--- config.mk ---
export PLATFORM = sky130hd
export DESIGN_NAME = shem_cmd_fifo
export DESIGN_NICKNAME = d
export VERILOG_FILES = /design/src/hw/rtl/strip_hit_energy_merger_top_macros.svh /design/src/hw/rtl/shem_pkg.sv /design/src/hw/rtl/shem_cmd_fifo.sv
export SDC_FILE = /design/constraint.sdc
export NUM_CORES = 1
export LEC_CHECK = 0
export BUFFER_PORTS_ARGS = -buffer_cell sky130_fd_sc_hd__buf_2
export CAP_MARGIN = 20
export CORE_UTILIZATION = 56
export DETAILED_ROUTE_END_ITERATION = 10
export PLACE_DENSITY = 0.78
export SLEW_MARGIN = 10
export SYNTH_ARGS = -nofsm -noshare
export SYNTH_HDL_FRONTEND = slang
export SYNTH_SLANG_ARGS = --single-unit
--- constraint.sdc ---
create_clock -name clock -period 6.7 [get_ports clock]
set_input_delay 0.67 -clock clock [delete_from_list [all_inputs] [get_ports clock]]
set_output_delay 0.67 -clock clock [all_outputs]
set_load 0.02 [all_outputs]
--- src/hw/rtl/strip_hit_energy_merger_top_macros.svh ---
// Assertion macros for the strip hit energy merger.
`ifndef STRIP_HIT_ENERGY_MERGER_TOP_MACROS_SVH
`define STRIP_HIT_ENERGY_MERGER_TOP_MACROS_SVH

// The consequent must hold in the same cycle as the antecedent.
`define SHEM_ASSERT_IMPLIES(label, ante, cons) \
   label: assert property (@(posedge clock) disable iff (reset) (ante) |-> (cons)) \
      else $error("strip hit energy merger: implication violated");

// The condition must never be true.
`define SHEM_ASSERT_NEVER(label, cond) \
   label: assert property (@(posedge clock) disable iff (reset) !(cond)) \
      else $error("strip hit energy merger: forbidden condition seen");

`endif

--- src/hw/rtl/shem_pkg.sv ---
`timescale 1ns / 1ps

package shem_pkg;

   localparam int DetBits      = 4;
   localparam int StripBits    = 10;
   localparam int CopyBits     = 11;
   localparam int EnergyInBits = 24;
   localparam int SumBits      = 32;
   localparam int CmdFifoDepth = 4;
   localparam int CmdPtrBits   = 2;
   localparam int CmdCntBits   = 3;

   localparam logic OpHit      = 1'b0;
   localparam logic OpEndEvent = 1'b1;

   typedef struct packed {
      logic [DetBits-1:0]   det;
      logic                 side;
      logic [StripBits-1:0] strip;
   } key_type;

   typedef struct packed {
      key_type            key;
      logic [SumBits-1:0] esum;
   } entry_type;

   typedef struct packed {
      logic               op;
      key_type            key;
      logic [SumBits-1:0] energy;
   } cmd_type;

   typedef struct packed {
      logic [DetBits-1:0]   out_det;
      logic                 out_side;
      logic [StripBits-1:0] out_strip;
      logic [SumBits-1:0]   energy_sum;
      logic                 empty_event;
      logic                 overflow;
      logic                 last;
   } rsp_type;

   typedef struct packed {
      logic emitting;
      logic match_many;
   } status_type;

   typedef enum logic [2:0] {
      ST_IDLE,
      ST_HIT_CMP,
      ST_HIT_LOOK,
      ST_HIT_ADD,
      ST_EMIT_RD,
      ST_EMIT_WR,
      ST_EMIT_NONE
   } back_state_type;

endpackage

--- src/hw/rtl/shem_cmd_fifo.sv ---
`timescale 1ns / 1ps

module shem_cmd_fifo (
   input  logic              clock,
   input  logic              reset,
   input  logic              push,
   input  shem_pkg::cmd_type push_data,
   output logic              full,
   input  logic              pop,
   output shem_pkg::cmd_type head,
   output logic              not_empty
);

   shem_pkg::cmd_type                slot_ff [shem_pkg::CmdFifoDepth];
   logic [shem_pkg::CmdPtrBits-1:0] wr_ptr_ff, wr_ptr_in;
   logic [shem_pkg::CmdPtrBits-1:0] rd_ptr_ff, rd_ptr_in;
   logic [shem_pkg::CmdCntBits-1:0] count_ff, count_in;
   logic                            do_push;
   logic                            do_pop;

   assign full      = (count_ff == shem_pkg::CmdCntBits'(shem_pkg::CmdFifoDepth));
   assign not_empty = (count_ff != '0);
   assign head      = slot_ff[rd_ptr_ff];
   assign do_push   = push && !full;
   assign do_pop    = pop && not_empty;

   always_comb begin
      wr_ptr_in = do_push ? wr_ptr_ff + shem_pkg::CmdPtrBits'(1) : wr_ptr_ff;
      rd_ptr_in = do_pop ? rd_ptr_ff + shem_pkg::CmdPtrBits'(1) : rd_ptr_ff;
      count_in  = count_ff;
      if (do_push && !do_pop) begin
         count_in = count_ff + shem_pkg::CmdCntBits'(1);
      end else if (do_pop && !do_push) begin
         count_in = count_ff - shem_pkg::CmdCntBits'(1);
      end
   end

   always_ff @(posedge clock) begin
      if (reset) begin
         wr_ptr_ff <= '0;
         rd_ptr_ff <= '0;
         count_ff  <= '0;
      end else begin
         wr_ptr_ff <= wr_ptr_in;
         rd_ptr_ff <= rd_ptr_in;
         count_ff  <= count_in;
      end
   end

   always_ff @(posedge clock) begin
      if (do_push) begin
         slot_ff[wr_ptr_ff] <= push_data;
      end
   end

endmodule

==> qor.yml <==
final_area_um2: 8780
clkPwrFrac_pct: 33.0
switching_share_pct: 26.8
slew_viol_final: 0
firstDrtPassIters: 4
comb_power_share_pct: 21.3
routedWlPerCell_um: 20.6
yosysUniqueCellTypes: 21
nets: 473
hold_viol_final: 0
cts_max_path_buffers: 3
synthCells: 298
worst_slew_pin_slew_ns: 0.957
rsz0062_at_grt: "no"
top_layer_used: "met5"
yosys_register_bits: 201
initial_core_util_pct: 58.0
cts_sinks: 201
dieArea_um2: 13600
worstPathRequired_ns: 6.03
clock_skew_ns: 0.0116
post-route-period-util_pct: 44.2
max-vdd-ir-drop_mv: 0.233
drive_above_1_share_pct: 44.3
final_core_utilization_pct: 69.0
hold_class: "input port to flip-flop"
m1WireLength_mm: 5.03
yosysWarnings: 0
fillCellCount: 820
drt_wl_total_mm: 12.4
met3WireLength_um: 685
critPathMaxFanout: 48
num_vias: 3380
cts_tree: "done"
placed_area_um2: 8080
met2_length_mm: 6.48
seqPwrFrac_pct: 45.7
clk_pin_slew_ns: 0.06
die_x_um: 117
cts_hold_buf: 0
dp_hpwl_mm: 6.89
htreeDepth: 1
power.leakage_uw: 0.00299
diodes: 0
worstPathArrival_ns: 2.29
multiInputGateArea_um2: 1350
syn_avg_cell_area_um2: 24.8
synth_fp_nets: 356
seqCellArea_um2: 5950
ctsResizeCount: 0
clock_latency_ns: 0.48
routed_via_density: 5.62
power_switching_uw: 954
cts-buffers-inserted: 20
grt_overflow_total: 0
syn_to_final_growth_pct: 19.0
drt_iter0_markers: 205
internal_power_uw: 2610
worst-setup-path-type: "flip-flop to output pin"
maxCapViolCount: 0
power_density_nw_per_um2: 405
antenna_found_initial: 1
grt_max_degree: 49
die_height_um: 117
final.setup.tns_ns: 0
post-route-min-period_ns: 2.96
grt_usage_pct: 19.0
cts_setup_buffers: 0
ant_nets: 0
root_buffer: "clkbuf_16"
grt_pass1_wl_mm: 18.8
syn_area_um2: 7380
globalplace.congestion: 0.739
grt_pass1_vias: 3609
start_kind: "flip-flop"
ios: 102
port_buffers: 101
worstSetupEndpointType: "output pin"
core_um2: 12700
yosysSeqAreaShare_pct: 80.5
max_freq_ghz: 0.338
drc: 0
rows: 41
max_slew_margin_pct: 36.2
finalSetupViolCount: 0
status: "finished clean"
## metrics by stage
step	std cells	worst slack (ns)	hold slack, ns	total power [uW]
finish	601	3.74	0.401	3560
global route	601	3.54	0.393	3710
global placement	565	4.14	0.499	2410
floorplan	298	4.13	0.482	2190
detailed placement	565	4.15	0.517	2430
CTS	601	3.65	0.381	3600
## layout by cell type, fill, tap and decap left out
| cell | synthesis | final |
|---|---|---|
| mux4_2 | 48 | 48 |
| buf_4 | 2 | 5 |
| buf_2 | 3 | 101 |
| o311ai_0 | 1 | 1 |
| dfxtp_1 | 9 | 7 |
| dfxtp_4 | 0 | 1 |
| a21oi_1 | 2 | 2 |
| clkbuf_16 | 0 | 21 |
| ha_1 | 5 | 5 |
| clkbuf_8 | 0 | 1 |
| clkinv_2 | 0 | 1 |
| clkinvlp_4 | 0 | 1 |
| dfxtp_2 | 0 | 1 |
| edfxtp_1 | 192 | 192 |
| clkinv_1 | 0 | 2 |
| inv_1 | 4 | 4 |
| clkinv_4 | 0 | 1 |
| nor2_1 | 6 | 6 |
| nand2b_1 | 2 | 2 |
| xor2_1 | 4 | 4 |
| o21ai_0 | 2 | 2 |
| fa_1 | 1 | 1 |
| mux2i_1 | 2 | 2 |
| bufinv_16 | 0 | 4 |
| o31ai_1 | 1 | 1 |
| nor3b_2 | 1 | 1 |
| or3_1 | 3 | 3 |
| clkbuf_1 | 3 | 5 |
| and2_2 | 0 | 4 |
## per-layer routing
layer	up-vias	track usage, %
met5	-	0
met4	2	4.39
met3	20	4.17
met2	118	33.0
met1	1751	24.9
li1	1489	-
## power groups by stage
stage,Sequential (uW),Clock (uW),Combinational (uW)
finish,1630,1180,757
global route,1650,1240,815
CTS,1640,1200,770
detailed placement,1660,0,767
global placement,1650,0,757
floorplan,1570,0,624
## Yosys cell counts
cell      instances  area, um^2
a21oi_1           2        10.0
and2_1            4        25.0
buf_2             3        15.0
buf_4             2        15.0
buf_6             3        33.8
clkbuf_1          3        11.3
dfxtp_1           9         180
edfxtp_1        192        5770
fa_1              1        20.0
ha_1              5        62.6
inv_1             4        15.0
mux2i_1           2        20.0
mux4_2           48        1080
nand2b_1          2        12.5
nor2_1            6        22.5
nor3b_2           1        12.5
o21ai_0           2        10.0
o311ai_0          1        8.76
o31ai_1           1        7.51
or3_1             3        18.8
xor2_1            4        35.0
## kinds of logic (layout without fill, tap and decap cells)
group | after synthesis | in the layout | share of synthesized area, %
fa+ha+maj | 6 | 6 | 1.12
simple gates | 16 | 16 | 1.24
buf+inv | 15 | 146 | 1.22
xor+xnor | 4 | 4 | 0.475
flops | 201 | 201 | 80.5
mux | 50 | 50 | 14.9
compound gates | 6 | 6 | 0.492
## registers in the layout, summed over array words and instances (netlist names), named ones only
signal,cells
count_ff,3
slot_ff,192
rd_ptr_ff,2
wr_ptr_ff,2
## cell type report
cell class	instances	area share, %
tap	172	2.45
clock buffer	27	6.35
timing repair buffer	106	6.18
multi-input combinational	82	15.4
clock inverter	9	1.70
sequential	201	67.8
inverter	4	0.171
## critical path, cell delays in order (launching register included)
cell and delay, ns:
dfxtp_4 0.99, mux4_2 0.64, buf_2 0.18
## worst paths after layout
path | from | end | slack [ns] | depth (start not counted)
setup / recovery | flip-flop | head[47] | 3.74 | 2
hold / removal | push_data[13] | slot_ff[2][13]$_DFFE_PP_ | 0.40 | 1
setup reg to reg | count_ff[0]$_SDFFE_PP0P_ | count_ff[2]$_SDFFE_PP0P_ | 4.44 | 8
hold reg to reg | wr_ptr_ff[1]$_SDFFE_PP0P_ | wr_ptr_ff[1]$_SDFFE_PP0P_ | 0.54 | 2
(Power assumes the default switching activity.)
