[src/hw/rtl/strip_hit_energy_merger_top_macros.svh]
// Assertion macros for the strip hit energy merger.
`ifndef STRIP_HIT_ENERGY_MERGER_TOP_MACROS_SVH
`define STRIP_HIT_ENERGY_MERGER_TOP_MACROS_SVH

// The consequent must hold in the same cycle as the antecedent.
`define SHEM_ASSERT_IMPLIES(label, ante, cons) \
   label: assert property (@(posedge clock) disable iff (reset) (ante) |-> (cons)) \
      else $error("strip hit energy merger: implication violated");

// The condition must never be true.
`define SHEM_ASSERT_NEVER(label, cond) \
   label: assert property (@(posedge clock) disable iff (reset) !(cond)) \
      else $error("strip hit energy merger: forbidden condition seen");

`endif

[src/hw/rtl/shem_pkg.sv]
`timescale 1ns / 1ps

package shem_pkg;

   localparam int DetBits      = 4;
   localparam int StripBits    = 10;
   localparam int CopyBits     = 11;
   localparam int EnergyInBits = 24;
   localparam int SumBits      = 32;
   localparam int CmdFifoDepth = 4;
   localparam int CmdPtrBits   = 2;
   localparam int CmdCntBits   = 3;

   localparam logic OpHit      = 1'b0;
   localparam logic OpEndEvent = 1'b1;

   typedef struct packed {
      logic [DetBits-1:0]   det;
      logic                 side;
      logic [StripBits-1:0] strip;
   } key_type;

   typedef struct packed {
      key_type            key;
      logic [SumBits-1:0] esum;
   } entry_type;

   typedef struct packed {
      logic               op;
      key_type            key;
      logic [SumBits-1:0] energy;
   } cmd_type;

   typedef struct packed {
      logic [DetBits-1:0]   out_det;
      logic                 out_side;
      logic [StripBits-1:0] out_strip;
      logic [SumBits-1:0]   energy_sum;
      logic                 empty_event;
      logic                 overflow;
      logic                 last;
   } rsp_type;

   typedef struct packed {
      logic emitting;
      logic match_many;
   } status_type;

   typedef enum logic [2:0] {
      ST_IDLE,
      ST_HIT_CMP,
      ST_HIT_LOOK,
      ST_HIT_ADD,
      ST_EMIT_RD,
      ST_EMIT_WR,
      ST_EMIT_NONE
   } back_state_type;

endpackage

[src/hw/rtl/shem_front.sv]
`timescale 1ns / 1ps

module shem_front #(
   parameter int STRIPS_PER_SIDE = 640,
   parameter int DETECTOR_COUNT  = 16,
   parameter int ENERGY_BITS     = 24
) (
   input  logic                               operation,
   input  logic [shem_pkg::DetBits-1:0]       det_id,
   input  logic [shem_pkg::CopyBits-1:0]      copy_id,
   input  logic [shem_pkg::EnergyInBits-1:0]  energy,
   output shem_pkg::cmd_type                  cmd,
   output logic                               keep
);

   localparam logic [shem_pkg::CopyBits:0]   CopyLimit =
      (shem_pkg::CopyBits + 1)'(2 * STRIPS_PER_SIDE);
   localparam logic [shem_pkg::CopyBits-1:0] SideSplit = shem_pkg::CopyBits'(STRIPS_PER_SIDE);
   localparam logic [8:0]                    DetLimit  = 9'(DETECTOR_COUNT);

   logic [shem_pkg::EnergyInBits-1:0] energy_masked;
   logic [shem_pkg::CopyBits-1:0]     strip_all;
   logic [shem_pkg::CopyBits-1:0]     strip_upper;
   logic                              side;
   logic                              copy_ok;
   logic                              det_ok;

   always_comb begin
      for (int i = 0; i < shem_pkg::EnergyInBits; i++) begin
         energy_masked[i] = (i < ENERGY_BITS) ? energy[i] : 1'b0;
      end
   end

   assign copy_ok     = (copy_id != '0) && ({1'b0, copy_id} <= CopyLimit);
   assign det_ok      = ({5'b0, det_id} < DetLimit);
   assign strip_all   = copy_id - shem_pkg::CopyBits'(1);
   assign side        = (strip_all >= SideSplit);
   assign strip_upper = strip_all - SideSplit;

   always_comb begin
      cmd = '0;
      cmd.op = operation;
      if (operation == shem_pkg::OpHit) begin
         cmd.key.det   = det_id;
         cmd.key.side  = side;
         cmd.key.strip = side ? strip_upper[shem_pkg::StripBits-1:0]
                              : strip_all[shem_pkg::StripBits-1:0];
         cmd.energy    = {{(shem_pkg::SumBits - shem_pkg::EnergyInBits){1'b0}}, energy_masked};
      end
   end

   // Hits outside the strip or detector range are discarded here and never queued.
   assign keep = (operation == shem_pkg::OpEndEvent) || (copy_ok && det_ok);

endmodule

[config.mk]
export PLATFORM = sky130hd
export DESIGN_NAME = shem_front
export DESIGN_NICKNAME = d
export VERILOG_FILES = /design/src/hw/rtl/strip_hit_energy_merger_top_macros.svh /design/src/hw/rtl/shem_pkg.sv /design/src/hw/rtl/shem_front.sv
export SDC_FILE = /design/constraint.sdc
export NUM_CORES = 1
export LEC_CHECK = 0
export ABC_AREA = 1
export BUFFER_PORTS_ARGS = -buffer_cell sky130_fd_sc_hd__buf_2
export CAP_MARGIN = 20
export CORE_ASPECT_RATIO = 0.7
export CORE_MARGIN = 2
export CORE_UTILIZATION = 36
export DETAILED_ROUTE_END_ITERATION = 8
export PLACE_DENSITY = 0.85
export SLEW_MARGIN = 25
export SYNTH_ARGS = -nofsm -noshare
export SYNTH_HDL_FRONTEND = slang
export SYNTH_SLANG_ARGS = --single-unit
[constraint.sdc]
create_clock -name vclk -period 2.3
set_clock_uncertainty 0.15 [all_clocks]
set_input_delay 0.23 -clock vclk [all_inputs]
set_output_delay 0.23 -clock vclk [all_outputs]
set_load 0.01 [all_outputs]
==> implementation parameters <==
Parameter                              Value

Worst hold path
  Type of the most critical hold path ... in -> out
  Start point of the worst min-delay path ... copy_id[0]

Placement
  Cell Count Post-Placement ... 269
  Port Buf Inserts ... 81
  Post-Place Cell Area ... 1186 um^2
  Final weighted congestion in routability-driven placement ... 0.8001
  Detailed placer's ending HPWL ... 1776 um

Floorplanning
  Floorplan die height ... 43.06 um
  Top-Level Pins ... 89
  Initial core utilization ... 37.32%
  Floorplan core area ... 2102 um^2
  Die area ... 2574 um^2
  Die Width ... 59.80 um
  Row Count ... 14

Flow run
  Count of maximum capacitance violations ... 0

Synth
  Netlist area before placement ... 784.5 um^2
  Proportion of synthesized chip area in sequential cells ... 0%
  Cell count after synthesis ... 167
  List of most frequent post-synthesis cells ... inv_1 (44), nor2_1 (44), nand2_1 (27)
  Cell types occupying the most area after synthesis ... inv_1 (21%), nor2_1 (21%), nand2_1 (13%)
  Post-synthesis cell type with the largest combined area ... inv_1
  Yosys warns ... 0
  Mean instance size in the synthesized netlist ... 4.698 um^2
  Post-synth cell types ... 22
  Area share of the largest cell type after synthesis ... 21.05%

Drt
  Vias per std cell ... 4.078
  Initial DRT Pass Iterations ... 4
  Final routed wirelength across all metal layers ... 2086 um
  Routed len/inst ... 7.755 um
  DRC violations left ... 0
  Total via count in the routed design ... 1,097
  Antenna-violating nets left ... 0
  Violation count after the first detailed-route iteration ... 43

STA
  Post-route fraction of the period consumed by the critical path ... 92.61%
  Minimum period implied by the final worst setup slack ... 2.130 ns
  Maximum operating frequency ... 469.5 MHz
  Final slew viol count ... 0
  Final Hold Viols ... 0
  Number of failing setup endpoints in the final timing report ... 0

Power
  Pleak ... 0.8623 nW
  Total power draw ... 0.2040 mW
  Worst vdd ir ... 0.09359 mV
  P per Cell Area ... 167.5 nW/um^2

GRT
  Number of antenna violations at the first check in global routing ... 0
  Wire length of the first global-routing pass ... 3201 um
  Leftover overflow at the end of global routing ... 0
  Gr usage total ... 14.74%
  Via count of the first global-routing pass ... 869
  Pin count of the biggest net entering global routing ... 38

Final layout
  Final net count ... 290
  Number of clock buffers in the layout ... 0
  Area of all placed cells without fillers ... 1217 um^2
  Antenna diodes ... 0
  Layout Area Growth over Synthesis ... 55.18%
  Total area of multi-input combinational cells ... 586.8 um^2
  Sequential cell count ... 0
  Fill count ... 220
  FF/Latch Area ... 0 um^2
  Filler-free cell count of the finished design ... 269
  Fraction of final layout cells sized beyond drive strength 1 ... 44.49%

Setup path
  Cell with the largest stage delay on the worst path ... ha_1
  Data required time at the worst endpoint ... 1.92 ns
  Critical Path Most Common Cell ... nand3_2
  Beginning of the critical path ... copy_id[0]
  Slowest cell delay on critical path ... 0.18 ns
  Kind of start point of the critical path ... input port
  Cell breakdown of the critical path ... buf_2, inv_1, ha_4, nand2_2, nor2_2, nand2_1, nand2_2, inv_1, ha_1, inv_2, nand3_2, nand3_2, inv_2, nand3_2, nand2_1, nor2_1, buf_2
  CP endpoint kind ... primary output
  Critical path arrival ... 1.75 ns
  Critical setup path kind ... in -> out
  Max FO, Critical Path ... 4

Run status
  Result of the run ... finished, final reports clean
==> routing by layer <==
metal / vias to the layer above / share of wire [%] / wire length [um] / global-route usage, %
li1: 621 / - / - / -
met1: 438 / 46 / 959 / 21.52
met2: 38 / 46 / 961 / 25.00
met3: 0 / 7.9 / 165 / 0.9146
met4: 0 / 0 / 0 / 0
met5: - / 0 / 0 / 0
==> cell type report <==
class,instances,area share (%)
Multi-Input combinational cell,115,48.20
Timing Repair Buffer,84,35.15
Inverter,46,14.18
Tap cell,24,2.467
==> through the flow <==
step | setup WS [ns] | utilization, % | hold WS (ns) | TNS, ns
6_report | 0.1700 | 57.92 | 0.5696 | 0
5_1_grt | -0.01258 | 57.92 | 0.5764 | -0.01328
4_1_cts | 0.06881 | 56.43 | 0.5703 | 0
3_5_place_dp | 0.06993 | 56.43 | 0.5704 | 0
3_3_place_gp | 0.1312 | 56.43 | 0.5724 | 0
2_1_floorplan | 0.2528 | - | 0.3529 | 0
==> kinds of logic after synthesis <==
group	after synthesis	synth area share [%]
buf+inv	59	32.54
compound gates	9	6.539
fa+ha+maj	3	4.785
xor+xnor	1	1.117
other cells	1	0.4780
simple gates	94	54.55
==> final timing paths <==
path,cells after the start,to,slack (ns)
worst max-delay path,17,cmd[40],0.17
worst min-delay path,3,cmd[32],0.57
==> worst max-delay path, delay by kind of cell <==
kind	cells	cell delay, ns
AND/OR/NAND/NOR	9	0.67
adder cells (fa/ha/maj)	2	0.32
buffers and inverters	6	0.51
==> cell usage in the layout (no fill, tap or decap) <==
cell | Yosys | layout
nor2_4 | 3 | 3
a21boi_0 | 1 | 1
inv_2 | 2 | 4
nand4_1 | 1 | 1
a21oi_1 | 4 | 4
nand2_1 | 27 | 24
nand3_1 | 7 | 6
nand3b_1 | 1 | 1
ha_1 | 3 | 2
nor2_2 | 3 | 4
nor3_1 | 1 | 1
ha_4 | 0 | 1
o21ai_2 | 1 | 2
buf_2 | 0 | 81
xnor2_1 | 1 | 1
o21ai_1 | 2 | 1
buf_4 | 9 | 3
nand3_2 | 3 | 4
conb_1 | 1 | 8
o21ai_0 | 1 | 1
inv_1 | 44 | 42
nand2_2 | 4 | 7
nor2_1 | 44 | 43
==> power by group <==
group	internal, mW	switching, mW
logic	0.0869	0.117
clock network	0	0
registers	0	0
total	0.0869	0.117
==> repair_timing <==
item / CTS / global route
setup buffers: 0 / 0
hold buffers: 0 / 0
setup endpoints to repair: 0 / 3
gates resized for setup: 0 / 10
Note: power is estimated with default switching activity, not from simulation.
